File: config.mk
export PLATFORM = sky130hd
export DESIGN_NAME = two_wire_register_master
export DESIGN_NICKNAME = d
export VERILOG_FILES = /design/src/rtl/core/twrm_pkg.sv /design/src/rtl/core/twrm_front.sv /design/src/rtl/core/twrm_back.sv /design/src/rtl/core/two_wire_register_master.sv
export SDC_FILE = /design/constraint.sdc
export NUM_CORES = 1
export LEC_CHECK = 0
export ABC_AREA = 0
export CORE_MARGIN = 5
export CORE_UTILIZATION = 30
export CTS_BUF_LIST = sky130_fd_sc_hd__clkbuf_8
export DETAILED_ROUTE_END_ITERATION = 10
export DONT_BUFFER_PORTS = 1
export GPL_TIMING_DRIVEN = 0
export PLACE_DENSITY_LB_ADDON = 0.05
export SYNTH_ARGS = -nofsm -noshare
export SYNTH_HDL_FRONTEND = slang
export SYNTH_SLANG_ARGS = --single-unit
File: constraint.sdc
create_clock -name i_clk -period 4.7 [get_ports i_clk]
set_input_delay 0.705 -clock i_clk [delete_from_list [all_inputs] [get_ports i_clk]]
set_output_delay 0.705 -clock i_clk [all_outputs]
set_load 0.01 [all_outputs]
File: src/rtl/core/twrm_pkg.sv
`timescale 1ns / 1ps

package twrm_pkg;

    localparam int ADDR_BITS  = 4;
    localparam int DATA_BITS  = 8;
    localparam int FRAME_BITS = ADDR_BITS + 1;
    localparam int RX_BITS    = DATA_BITS + 1;
    localparam int SHIFT_W    = (FRAME_BITS > RX_BITS) ? FRAME_BITS : RX_BITS;
    localparam int CNT_W      = $clog2(SHIFT_W + 1);

    localparam int REQ_W  = 2;
    localparam int ADDR_W = 4;
    localparam int DATA_W = 8;

    localparam int QUEUE_DEPTH = 2;
    localparam int QPTR_W      = $clog2(QUEUE_DEPTH);
    localparam int QCNT_W      = $clog2(QUEUE_DEPTH + 1);

    localparam logic [REQ_W-1:0] REQ_CODE_READ  = 2'd1;
    localparam logic [REQ_W-1:0] REQ_CODE_WRITE = 2'd2;

    typedef enum logic [1:0] {
        REQ_TICK,
        REQ_READ,
        REQ_WRITE
    } t_req;

    typedef enum logic [1:0] {
        ST_OK,
        ST_NACK_REG,
        ST_NACK_DATA
    } t_status;

    typedef enum logic [4:0] {
        PH_IDLE,
        PH_STOP_SCLH,
        PH_STOP_SDAH,
        PH_START_SDAL,
        PH_START_SCLL,
        PH_A_SET,
        PH_A_HIGH,
        PH_A_LOW,
        PH_A_TURN,
        PH_A_ACKH,
        PH_A_ACKL,
        PH_R_HIGH,
        PH_R_LOW,
        PH_W_TURN,
        PH_W_SET,
        PH_W_HIGH,
        PH_W_LOW,
        PH_W_TURN_IN,
        PH_W_ACKH,
        PH_W_ACKL
    } t_phase;

    typedef struct packed {
        t_req              req;
        logic [ADDR_W-1:0] addr;
        logic [DATA_W-1:0] wdat;
        logic              sda;
    } t_item;

endpackage

File: src/rtl/core/twrm_front.sv
`timescale 1ns / 1ps

module twrm_front
    import twrm_pkg::*;
(
    input  logic              i_clk,
    input  logic              i_rst_n,
    input  logic              i_valid,
    output logic              o_ready,
    input  logic [REQ_W-1:0]  i_req_type,
    input  logic [ADDR_W-1:0] i_reg_addr,
    input  logic [DATA_W-1:0] i_wr_data,
    input  logic              i_sda_in,
    output logic              o_item_valid,
    output t_item             o_item,
    input  logic              i_item_pop
);

    t_item              r_mem [QUEUE_DEPTH];
    logic [QPTR_W-1:0]  r_wr_ptr, r_rd_ptr;
    logic [QCNT_W-1:0]  r_count;
    t_item              n_item;
    logic               push, pop;

    always_comb begin
        n_item.addr = i_reg_addr;
        n_item.wdat = i_wr_data;
        n_item.sda  = i_sda_in;
        unique case (i_req_type)
            REQ_CODE_READ:  n_item.req = REQ_READ;
            REQ_CODE_WRITE: n_item.req = REQ_WRITE;
            default:        n_item.req = REQ_TICK;
        endcase
    end

    assign o_ready      = (r_count != QCNT_W'(QUEUE_DEPTH));
    assign push         = i_valid && o_ready;
    assign o_item_valid = (r_count != '0);
    assign pop          = i_item_pop && o_item_valid;
    assign o_item       = r_mem[r_rd_ptr];

    always_ff @(posedge i_clk) begin
        if (push) begin
            r_mem[r_wr_ptr] <= n_item;
        end
    end

    always_ff @(posedge i_clk) begin
        if (!i_rst_n) begin
            r_wr_ptr <= '0;
            r_rd_ptr <= '0;
            r_count  <= '0;
        end else begin
            if (push) begin
                r_wr_ptr <= r_wr_ptr + 1'b1;
            end
            if (pop) begin
                r_rd_ptr <= r_rd_ptr + 1'b1;
            end
            case ({push, pop})
                2'b10:   r_count <= r_count + 1'b1;
                2'b01:   r_count <= r_count - 1'b1;
                default: r_count <= r_count;
            endcase
        end
    end

endmodule

File: src/rtl/core/twrm_back.sv
`timescale 1ns / 1ps

module twrm_back
    import twrm_pkg::*;
(
    input  logic              i_clk,
    input  logic              i_rst_n,
    input  logic              i_item_valid,
    input  t_item             i_item,
    output logic              o_item_pop,
    output logic              o_valid,
    input  logic              i_ready,
    output logic              o_scl,
    output logic              o_sda_out,
    output logic              o_sda_oe,
    output logic              o_busy_res,
    output logic              o_done_res,
    output logic [DATA_W-1:0] o_rd_data,
    output logic [1:0]        o_status
);

    t_phase               r_phase, n_phase;
    logic [CNT_W-1:0]     r_cnt, n_cnt;
    logic [SHIFT_W-1:0]   r_shift, n_shift;
    logic                 r_is_write, n_is_write;
    logic [DATA_BITS-1:0] r_held, n_held;
    logic [DATA_BITS-1:0] r_rd, n_rd;
    t_status              r_status, n_status;
    logic                 r_scl, n_scl;
    logic                 r_sda, n_sda;
    logic                 r_oe, n_oe;
    logic                 r_done, n_done;
    logic                 r_valid;
    logic                 step;
    logic                 last_bit;
    logic                 tx_bit;
    logic                 start_req;

    assign step      = i_item_valid && (!r_valid || i_ready);
    assign o_item_pop = step;
    assign last_bit  = (r_cnt == CNT_W'(1));
    assign tx_bit    = r_shift[r_cnt - 1'b1];
    assign start_req = (i_item.req == REQ_READ) || (i_item.req == REQ_WRITE);

    // next phase
    always_comb begin
        n_phase = r_phase;
        unique case (r_phase)
            PH_IDLE:       if (start_req) n_phase = PH_STOP_SCLH;
            PH_STOP_SCLH:  n_phase = PH_STOP_SDAH;
            PH_STOP_SDAH:  n_phase = PH_START_SDAL;
            PH_START_SDAL: n_phase = PH_START_SCLL;
            PH_START_SCLL: n_phase = PH_A_SET;
            PH_A_SET:      n_phase = PH_A_HIGH;
            PH_A_HIGH:     n_phase = PH_A_LOW;
            PH_A_LOW:      n_phase = last_bit ? PH_A_TURN : PH_A_SET;
            PH_A_TURN:     n_phase = PH_A_ACKH;
            PH_A_ACKH:     n_phase = PH_A_ACKL;
            PH_A_ACKL: begin
                if (!r_shift[0]) n_phase = PH_IDLE;
                else if (r_is_write) n_phase = PH_W_TURN;
                else n_phase = PH_R_HIGH;
            end
            PH_R_HIGH:     n_phase = PH_R_LOW;
            PH_R_LOW:      n_phase = last_bit ? PH_IDLE : PH_R_HIGH;
            PH_W_TURN:     n_phase = PH_W_SET;
            PH_W_SET:      n_phase = PH_W_HIGH;
            PH_W_HIGH:     n_phase = PH_W_LOW;
            PH_W_LOW:      n_phase = last_bit ? PH_W_TURN_IN : PH_W_SET;
            PH_W_TURN_IN:  n_phase = PH_W_ACKH;
            PH_W_ACKH:     n_phase = PH_W_ACKL;
            PH_W_ACKL:     n_phase = PH_IDLE;
            default:       n_phase = PH_IDLE;
        endcase
    end

    // line levels and datapath
    always_comb begin
        n_cnt      = r_cnt;
        n_shift    = r_shift;
        n_is_write = r_is_write;
        n_held     = r_held;
        n_rd       = r_rd;
        n_status   = r_status;
        n_scl      = r_scl;
        n_sda      = r_sda;
        n_oe       = r_oe;
        n_done     = 1'b0;
        unique case (r_phase) inside
            PH_IDLE: begin
                if (start_req) begin
                    n_is_write = (i_item.req == REQ_WRITE);
                    n_held     = i_item.wdat[DATA_BITS-1:0];
                    n_shift    = SHIFT_W'({i_item.addr[ADDR_BITS-1:0],
                                           (i_item.req != REQ_WRITE)});
                    n_oe       = 1'b1;
                    n_scl      = 1'b0;
                    n_sda      = 1'b0;
                end
            end
            PH_STOP_SCLH:  n_scl = 1'b1;
            PH_STOP_SDAH:  n_sda = 1'b1;
            PH_START_SDAL: n_sda = 1'b0;
            PH_START_SCLL: begin
                n_scl = 1'b0;
                n_cnt = CNT_W'(FRAME_BITS);
            end
            PH_A_SET, PH_W_SET: n_sda = tx_bit;
            PH_A_HIGH, PH_W_HIGH: n_scl = 1'b1;
            PH_A_LOW, PH_W_LOW: begin
                n_scl = 1'b0;
                n_cnt = r_cnt - 1'b1;
            end
            PH_A_TURN, PH_W_TURN_IN: n_oe = 1'b0;
            PH_A_ACKH, PH_W_ACKH: begin
                n_scl   = 1'b1;
                n_shift = SHIFT_W'(i_item.sda);
            end
            PH_A_ACKL: begin
                n_scl = 1'b0;
                if (!r_shift[0]) begin
                    n_rd     = '0;
                    n_status = ST_NACK_REG;
                    n_done   = 1'b1;
                end else if (!r_is_write) begin
                    n_cnt   = CNT_W'(RX_BITS);
                    n_shift = '0;
                end
            end
            PH_R_HIGH: begin
                n_scl   = 1'b1;
                n_shift = SHIFT_W'({r_shift[RX_BITS-2:0], i_item.sda});
            end
            PH_R_LOW: begin
                n_scl = 1'b0;
                n_cnt = r_cnt - 1'b1;
                if (last_bit) begin
                    n_done = 1'b1;
                    if (r_shift[0]) begin
                        n_rd     = r_shift[DATA_BITS:1];
                        n_status = ST_OK;
                    end else begin
                        n_rd     = '0;
                        n_status = ST_NACK_DATA;
                    end
                end
            end
            PH_W_TURN: begin
                n_oe    = 1'b1;
                n_shift = SHIFT_W'(r_held);
                n_cnt   = CNT_W'(DATA_BITS);
            end
            PH_W_ACKL: begin
                n_scl    = 1'b0;
                n_rd     = '0;
                n_status = r_shift[0] ? ST_OK : ST_NACK_DATA;
                n_done   = 1'b1;
            end
            default: ;
        endcase
    end

    always_ff @(posedge i_clk) begin
        if (!i_rst_n) begin
            r_phase    <= PH_IDLE;
            r_cnt      <= '0;
            r_shift    <= '0;
            r_is_write <= 1'b0;
            r_held     <= '0;
            r_rd       <= '0;
            r_status   <= ST_OK;
            r_scl      <= 1'b0;
            r_sda      <= 1'b0;
            r_oe       <= 1'b0;
            r_done     <= 1'b0;
            r_valid    <= 1'b0;
        end else begin
            if (step) begin
                r_phase    <= n_phase;
                r_cnt      <= n_cnt;
                r_shift    <= n_shift;
                r_is_write <= n_is_write;
                r_held     <= n_held;
                r_rd       <= n_rd;
                r_status   <= n_status;
                r_scl      <= n_scl;
                r_sda      <= n_sda;
                r_oe       <= n_oe;
                r_done     <= n_done;
                r_valid    <= 1'b1;
            end else if (i_ready) begin
                r_valid <= 1'b0;
            end
        end
    end

    assign o_valid    = r_valid;
    assign o_scl      = r_scl;
    assign o_sda_out  = r_sda;
    assign o_sda_oe   = r_oe;
    assign o_busy_res = (r_phase != PH_IDLE);
    assign o_done_res = r_done;
    assign o_rd_data  = DATA_W'(r_rd);
    assign o_status   = r_status;

endmodule

File: src/rtl/core/two_wire_register_master.sv
`timescale 1ns / 1ps
// Channel | Handshake          | Word
// input   | i_valid / o_ready  | i_req_type, i_reg_addr, i_wr_data, i_sda_in
// output  | o_valid / i_ready  | o_scl, o_sda_out, o_sda_oe, o_busy_res,
//         |                    | o_done_res, o_rd_data, o_status
//
// One word in, one word out; one word per cycle sustained while i_ready is high.
// Each word passes the input queue (2 deep), then the line sequencer step,
// which also serves as the output register.
// The sequencer steps only when its output register is free or being taken.
// Synchronous active-low reset empties the queue and idles the sequencer.

module two_wire_register_master
    import twrm_pkg::*;
(
    input  logic              i_clk,
    input  logic              i_rst_n,
    input  logic              i_valid,
    output logic              o_ready,
    input  logic [REQ_W-1:0]  i_req_type,
    input  logic [ADDR_W-1:0] i_reg_addr,
    input  logic [DATA_W-1:0] i_wr_data,
    input  logic              i_sda_in,
    output logic              o_valid,
    input  logic              i_ready,
    output logic              o_scl,
    output logic              o_sda_out,
    output logic              o_sda_oe,
    output logic              o_busy_res,
    output logic              o_done_res,
    output logic [DATA_W-1:0] o_rd_data,
    output logic [1:0]        o_status
);

    t_item item;
    logic  item_valid;
    logic  item_pop;

    twrm_front u_front (
        .i_clk        (i_clk),
        .i_rst_n      (i_rst_n),
        .i_valid      (i_valid),
        .o_ready      (o_ready),
        .i_req_type   (i_req_type),
        .i_reg_addr   (i_reg_addr),
        .i_wr_data    (i_wr_data),
        .i_sda_in     (i_sda_in),
        .o_item_valid (item_valid),
        .o_item       (item),
        .i_item_pop   (item_pop)
    );

    twrm_back u_back (
        .i_clk        (i_clk),
        .i_rst_n      (i_rst_n),
        .i_item_valid (item_valid),
        .i_item       (item),
        .o_item_pop   (item_pop),
        .o_valid      (o_valid),
        .i_ready      (i_ready),
        .o_scl        (o_scl),
        .o_sda_out    (o_sda_out),
        .o_sda_oe     (o_sda_oe),
        .o_busy_res   (o_busy_res),
        .o_done_res   (o_done_res),
        .o_rd_data    (o_rd_data),
        .o_status     (o_status)
    );

endmodule

# Yosys cells after proc, flatten, opt, wreduce, memory -nomap -nowiden

Memories as Yosys holds them, arrays and structs flattened. A register that Yosys moved wholly into a read port is not among the register bits.
Index checks and enable logic that the tools add are counted.

Add/sub/neg operators: 5
$lt $le $gt $ge: 1
Equality and inequality tests: 33
Multiplexer cells: 40
Reductions and logical operators: 32

Operators by type and width:

| cell                 | number |
|---|---|
| $pmux W5 S19         | 1 |
| $pmux W9 S5          | 1 |
| $eq A5 B4 Y1 const B | 8 |
| $mux W9              | 3 |
| $mux W8              | 3 |
| $pmux W8 S3          | 1 |
| $eq A5 B3 Y1 const B | 4 |
| $eq A5 B5 Y1 const B | 4 |
| $mux W4              | 4 |
| $pmux W4 S4          | 1 |
| $mux W5              | 3 |
| $reduce_and A3 Y1    | 5 |
| $reduce_or A6 Y1     | 2 |
| $mux W1              | 11 |
| $eq A5 B2 Y1 const B | 2 |
| $reduce_bool A5 Y1   | 2 |
| $pmux W1 S3          | 3 |
| $reduce_bool A3 Y1   | 3 |
| $ne A2 B2 Y1 const B | 4 |
| $pmux W2 S2          | 2 |
| $reduce_and A4 Y1    | 2 |
| $reduce_bool A4 Y1   | 2 |
| $eq A2 B1 Y1 const B | 3 |
| $eq A2 B2 Y1 const B | 3 |
| other kinds (22)     | 34 |

Register bits: 46
Bits in writable memories: 30
Memories: 1

Memory list:

| name          | words | width | read ports | clocked after Yosys merged registers in | wr ports | line             | text |
|---|---|---|---|---|---|---|---|
| u_front.r_mem | 2     | 15    | 1          | 1                                       | 1        | twrm_front.sv:19 | `t_item r_mem [QUEUE_DEPTH];` |

# Depth between registers and ports, before layout

Depth in word-level cells: 6
Gate-level depth with buffers: 9
Mapped depth without buffers: 7

# Modules after synthesis

A second synthesis with hierarchy kept.

Cells, all modules: 392
Area, all modules: 3856.2 um^2

Modules (own cells, without submodules):

| module     | times used | cells an instance | area an instance (um^2) |
|---|---|---|---|
| twrm_back  | 1          | 319               | 2528.7 |
| twrm_front | 1          | 73                | 1327.5 |

# Worst setup path before layout

OpenSTA, ideal clock, no wires.

Path kind: flip-flop to flip-flop
Start: register (tool-made name)
End: register u_back.r_shift[7]
Library setup time: 79 ps
Arrival: 2647 ps
Data required time: 4621 ps
Path slack: 1973 ps
Stages on the path, launching flop included: 10
Path buffers: 3
Cells stage by stage: dfxtp_1 -> clkbuf_1 -> buf_1 -> mux2_2 -> ha_1 -> and3_1 -> a2111oi_4 -> buf_6 -> nor2_1 -> a211oi_2

RTL lines:

| what                   | line             | text |
|---|---|---|
| end signal: assignment | twrm_back.sv:181 | `r_shift <= n_shift;` |
| end: declaration       | twrm_back.sv:24  | `logic [SHIFT_W-1:0] r_shift, n_shift;` |

==> results by group <==
Outcome
  – Run status: completed

Synth
  – Number of enable-type register cells in the synthesized netlist: 30
  – Post-synthesis sequential area ratio: 0.4641
  – Yosys warnings: 0
  – Commonest cells post-synth: 47 x sky130_fd_sc_hd__dfxtp_1, 38 x sky130_fd_sc_hd__nor2_1, 30 x sky130_fd_sc_hd__edfxtp_1, 29 x sky130_fd_sc_hd__nand2_1
  – Number of synthesized register bits: between 70 and 80
  – Instance count of the mapped netlist: just under 400
  – Top cells by area in the synthesized netlist: sky130_fd_sc_hd__dfxtp_1 24%, sky130_fd_sc_hd__edfxtp_1 23%, sky130_fd_sc_hd__nor2_1 3.6%, sky130_fd_sc_hd__mux2i_1 3.0%, sky130_fd_sc_hd__a211oi_1 3.0%
  – Most used flip-flop cell after synthesis: sky130_fd_sc_hd__dfxtp_1
  – Library cells used by synthesis: 76
  – Synthesized area per cell: 10.02 um^2
  – Proportion of register bits with asynchronous set or reset after synthesis: 0
  – Cell type with the highest aggregate area in the netlist: sky130_fd_sc_hd__dfxtp_1
  – Syn_nets: around 420
  – Mapped Area: between 0.003 and 0.004 mm^2
  – Most common cell in the netlist: sky130_fd_sc_hd__dfxtp_1
  – Yosys top cell area share: 0.2371

Route
  – Via count of the routed design: between 3000 and 4000
  – Violation count after the first detailed-route iteration: 149
  – DR DRC count: 0
  – Routed length per instance: ~19 um
  – Mean number of vias per cell: between 5 and 6
  – Detailed-routing iteration count for the pre-antenna-repair pass: 5
  – Final Routed Wirelength: 11.13 mm
  – Number of nets with antenna violations after routing: 0

Worst hold path
  – Worst Hold Path EP: u_front.r_mem[0][8]
  – Cell count of the worst hold path: 0
  – Startpoint of the tightest hold check path: i_wr_data[7]
  – Hold Crit Class: in -> reg

GRT
  – Via count of the first global-routing pass: a little over 3000
  – Global-route usage over all layers: 0.1445
  – Initial antenna violation count: 0
  – Remaining global-route overflow: 0
  – Maximum number of pins on one net before global-route repair: 16
  – First-pass GRT wire length: about 18 mm

Die
  – Starting density of the core: 0.3033
  – Area of the die: 0.01563 mm^2
  – Area inside the core boundary: between 0.01 and 0.015 mm^2
  – Die X: 125.0 um
  – Top-level I/O count: 36
  – Total number of placement rows: 42
  – Die Height: 125.0 um

Placed design
  – Count of port buffers added during placement: 0
  – Placer congestion estimate: between 0.8 and 0.9
  – Placed Cells: 572
  – Post-detailed-placement half-perimeter wirelength: about 8.1 mm
  – Worst setup slack before clock tree synthesis: 1.372 ns

Pwr
  – PwrDens: approximately 510 mW/mm^2
  – Leak Pwr: 1.444 nW
  – Worst IR drop on VDD: about 0.00024 V

Timing
  – Clock period minus worst slack: 3.293 ns
  – Number of setup violations in the final report: 0
  – Unrepaired setup endpoints after global routing: false
  – Post-Route Skew: about 0.013 ns
  – Final Max Slew Viols: 0
  – Least setup slack across all paths after layout: between 1 and 1.5 ns
  – Actual slew at the worst max-slew pin: 1.200 ns
  – Post-route fraction of the period consumed by the critical path: 0.7006
  – Slew margin rel.: 0.1926
  – Sum Neg Setup Slack: 0 ns
  – Peak clock frequency supported by timing: between 0.3 and 0.4 GHz
  – Count of final hold-check violations: 0

Finish
  – Layout overhead on the synthesized area: 10.75%
  – Share of the core filled with cells in the final layout: 0.3359
  – Final std cells w/o fill: between 500 and 600
  – Fraction of final layout cells with drive strength greater than 1: 0.1505
  – Number of nets at the end of the flow: 430
  – Diode count: 0

CTS
  – Post-CTS Setup Repair Bufs: 0
  – Count of clock tree sinks: between 70 and 80
  – CTS buffer count: 9
  – Worst-Skew Late Latency: 0.37 ns
  – Hold-fix buffers at CTS: 0
  – Maximum number of buffers from clock root to sink: 2
  – Buffer cell driving the clock tree root: sky130_fd_sc_hd__clkbuf_8
  – Resized Gates After CTS: 0
  – Clock-pin transition on the worst setup and hold timing paths: about 0.10 ns
  – Clock tree from TritonCTS: yes
  – H-tree lvl count: 3

Critical path
  – Family of cells with the greatest summed delay on the critical path: buffers and inverters
  – Kind of start point of the critical path: flip-flop
  – CP Data Arrival Time: roughly 3.6 ns
  – Required arrival time at the worst endpoint: between 4 and 5 ns
  – Maximum fanout along the worst path: 10
  – Critical path class: reg -> reg
  – Slowest stage cell on the critical path: sky130_fd_sc_hd__buf_1
  – Chain of cells forming the critical path: clkbuf_1 -> buf_1 -> mux2_2 -> ha_1 -> and3_1 -> a2111oi_4 -> buf_6 -> nor2_1 -> a211oi_2
  – Buffer and inverter count on the worst path: 3
  – Worst setup EP type: flip-flop
  – R2R setup slack: 1.41 ns
  – Worst stage delay on the critical path: ~0.6 ns
  – Capturing point of the worst reg2reg path: u_back.r_shift[7]
  – Worst-case reg-to-reg path depth: 9

Job
  – Max-capacitance violation count: 0
-- placed cells by master (no fill, tap or decap), drive strengths merged, types with 5 or more instances in the layout --
master,n
inv,10
nand2,30
o32ai,6
mux2i,12
clkbuf,21
a22oi,7
nor3,5
dfxtp,47
a211oi,18
nor2,39
buf,17
edfxtp,30
mux2,6
nand3,16
nand2b,8
nor2b,15
o21ai,21
and2,5
a21oi,18
-- sequential cells by signal, indices dropped and copies added, names as in the netlist, named ones only --
register / cells
u_front.r_mem: 30
u_back.r_shift: 9
u_back.o_rd_data: 8
u_back.r_held: 8
u_back.r_phase: 5
u_back.r_cnt: 4
u_back.o_status: 2
u_front.r_count: 2
u_back.o_done_res: 1
u_back.o_scl: 1
u_back.o_sda_oe: 1
u_back.o_sda_out: 1
u_back.o_valid: 1
u_back.r_is_write: 1
u_front.r_rd_ptr: 1
u_front.r_wr_ptr: 1
-- power breakdown --
| group | internal, mW | leakage [nW] | switching (mW) | total, mW |
|---|---|---|---|---|
| Sequential | 0.840 | 0.664 | 0.102 | 0.942 |
| Clock | 0.253 | 0.102 | 0.285 | 0.537 |
| Combinational | 0.288 | 0.678 | 0.485 | 0.773 |
| Total | 1.38 | 1.44 | 0.871 | 2.25 |
-- kinds of logic after synthesis --
kind of cell / Yosys count / synth area share
muxes: 19 / 0.05296
DFF: 77 / 0.4641
buffers and inverters: 36 / 0.04508
and+or+nand+nor: 144 / 0.1958
xor gates and xnor gates: 7 / 0.01545
adders and majority gates: 4 / 0.01261
AOI/OAI and AO/OA: 109 / 0.2141
-- worst max path at each step --
stage	start	endpoint	slack, ns	cells past startpoint
2_1_floorplan	flip-flop	u_back.r_shift[7]	1.97	9
3_5_place_dp	flip-flop	u_back.r_shift[7]	1.37	9
3_3_place_gp	flip-flop	u_back.r_shift[8]	1.37	9
6_report	flip-flop	u_back.r_shift[7]	1.41	9
5_1_grt	flip-flop	u_back.r_shift[7]	1.14	9
4_1_cts	flip-flop	u_back.r_shift[7]	1.33	9
-- metal layers --
metal	GRT usage	wire, um	vias up
li1	-	-	1524
met1	0.1900	5150	1474
met2	0.2196	4997	96
met3	0.05203	847	11
met4	0.05230	133	0
met5	0	0	-
-- worst register-to-register path: stages (launching register included) --
cell and delay, ns:
sky130_fd_sc_hd__dfxtp_1 0.32, sky130_fd_sc_hd__clkbuf_1 0.32, sky130_fd_sc_hd__buf_1 0.60, sky130_fd_sc_hd__mux2_2 0.42, sky130_fd_sc_hd__ha_1 0.32, sky130_fd_sc_hd__and3_1 0.22
sky130_fd_sc_hd__a2111oi_4 0.55, sky130_fd_sc_hd__buf_6 0.23, sky130_fd_sc_hd__nor2_1 0.06, sky130_fd_sc_hd__a211oi_2 0.18
-- layout make-up --
type	instances	area [um^2]
Buffer	29	152.6
Clock buffer	9	123.9
Clock inverter	7	80.08
Fill cell	1354	8690
Inverter	7	26.28
Multi-Input combinational cell	283	1951
Sequential cell	77	1842
Tap cell	176	220.2
-- per-stage QoR --
step / total power [mW] / cell area (um^2) / hold slack [ns]
2_1_floorplan: 1.502 / 3969 / 0.4533
3_3_place_gp: 1.727 / 4189 / 0.4865
3_5_place_dp: 1.731 / 4192 / 0.4911
4_1_cts: 2.280 / 4395 / 0.3929
5_1_grt: 2.407 / 4395 / 0.3818
6_report: 2.252 / 4395 / 0.4220
Power figures use the tool's default switching activity.
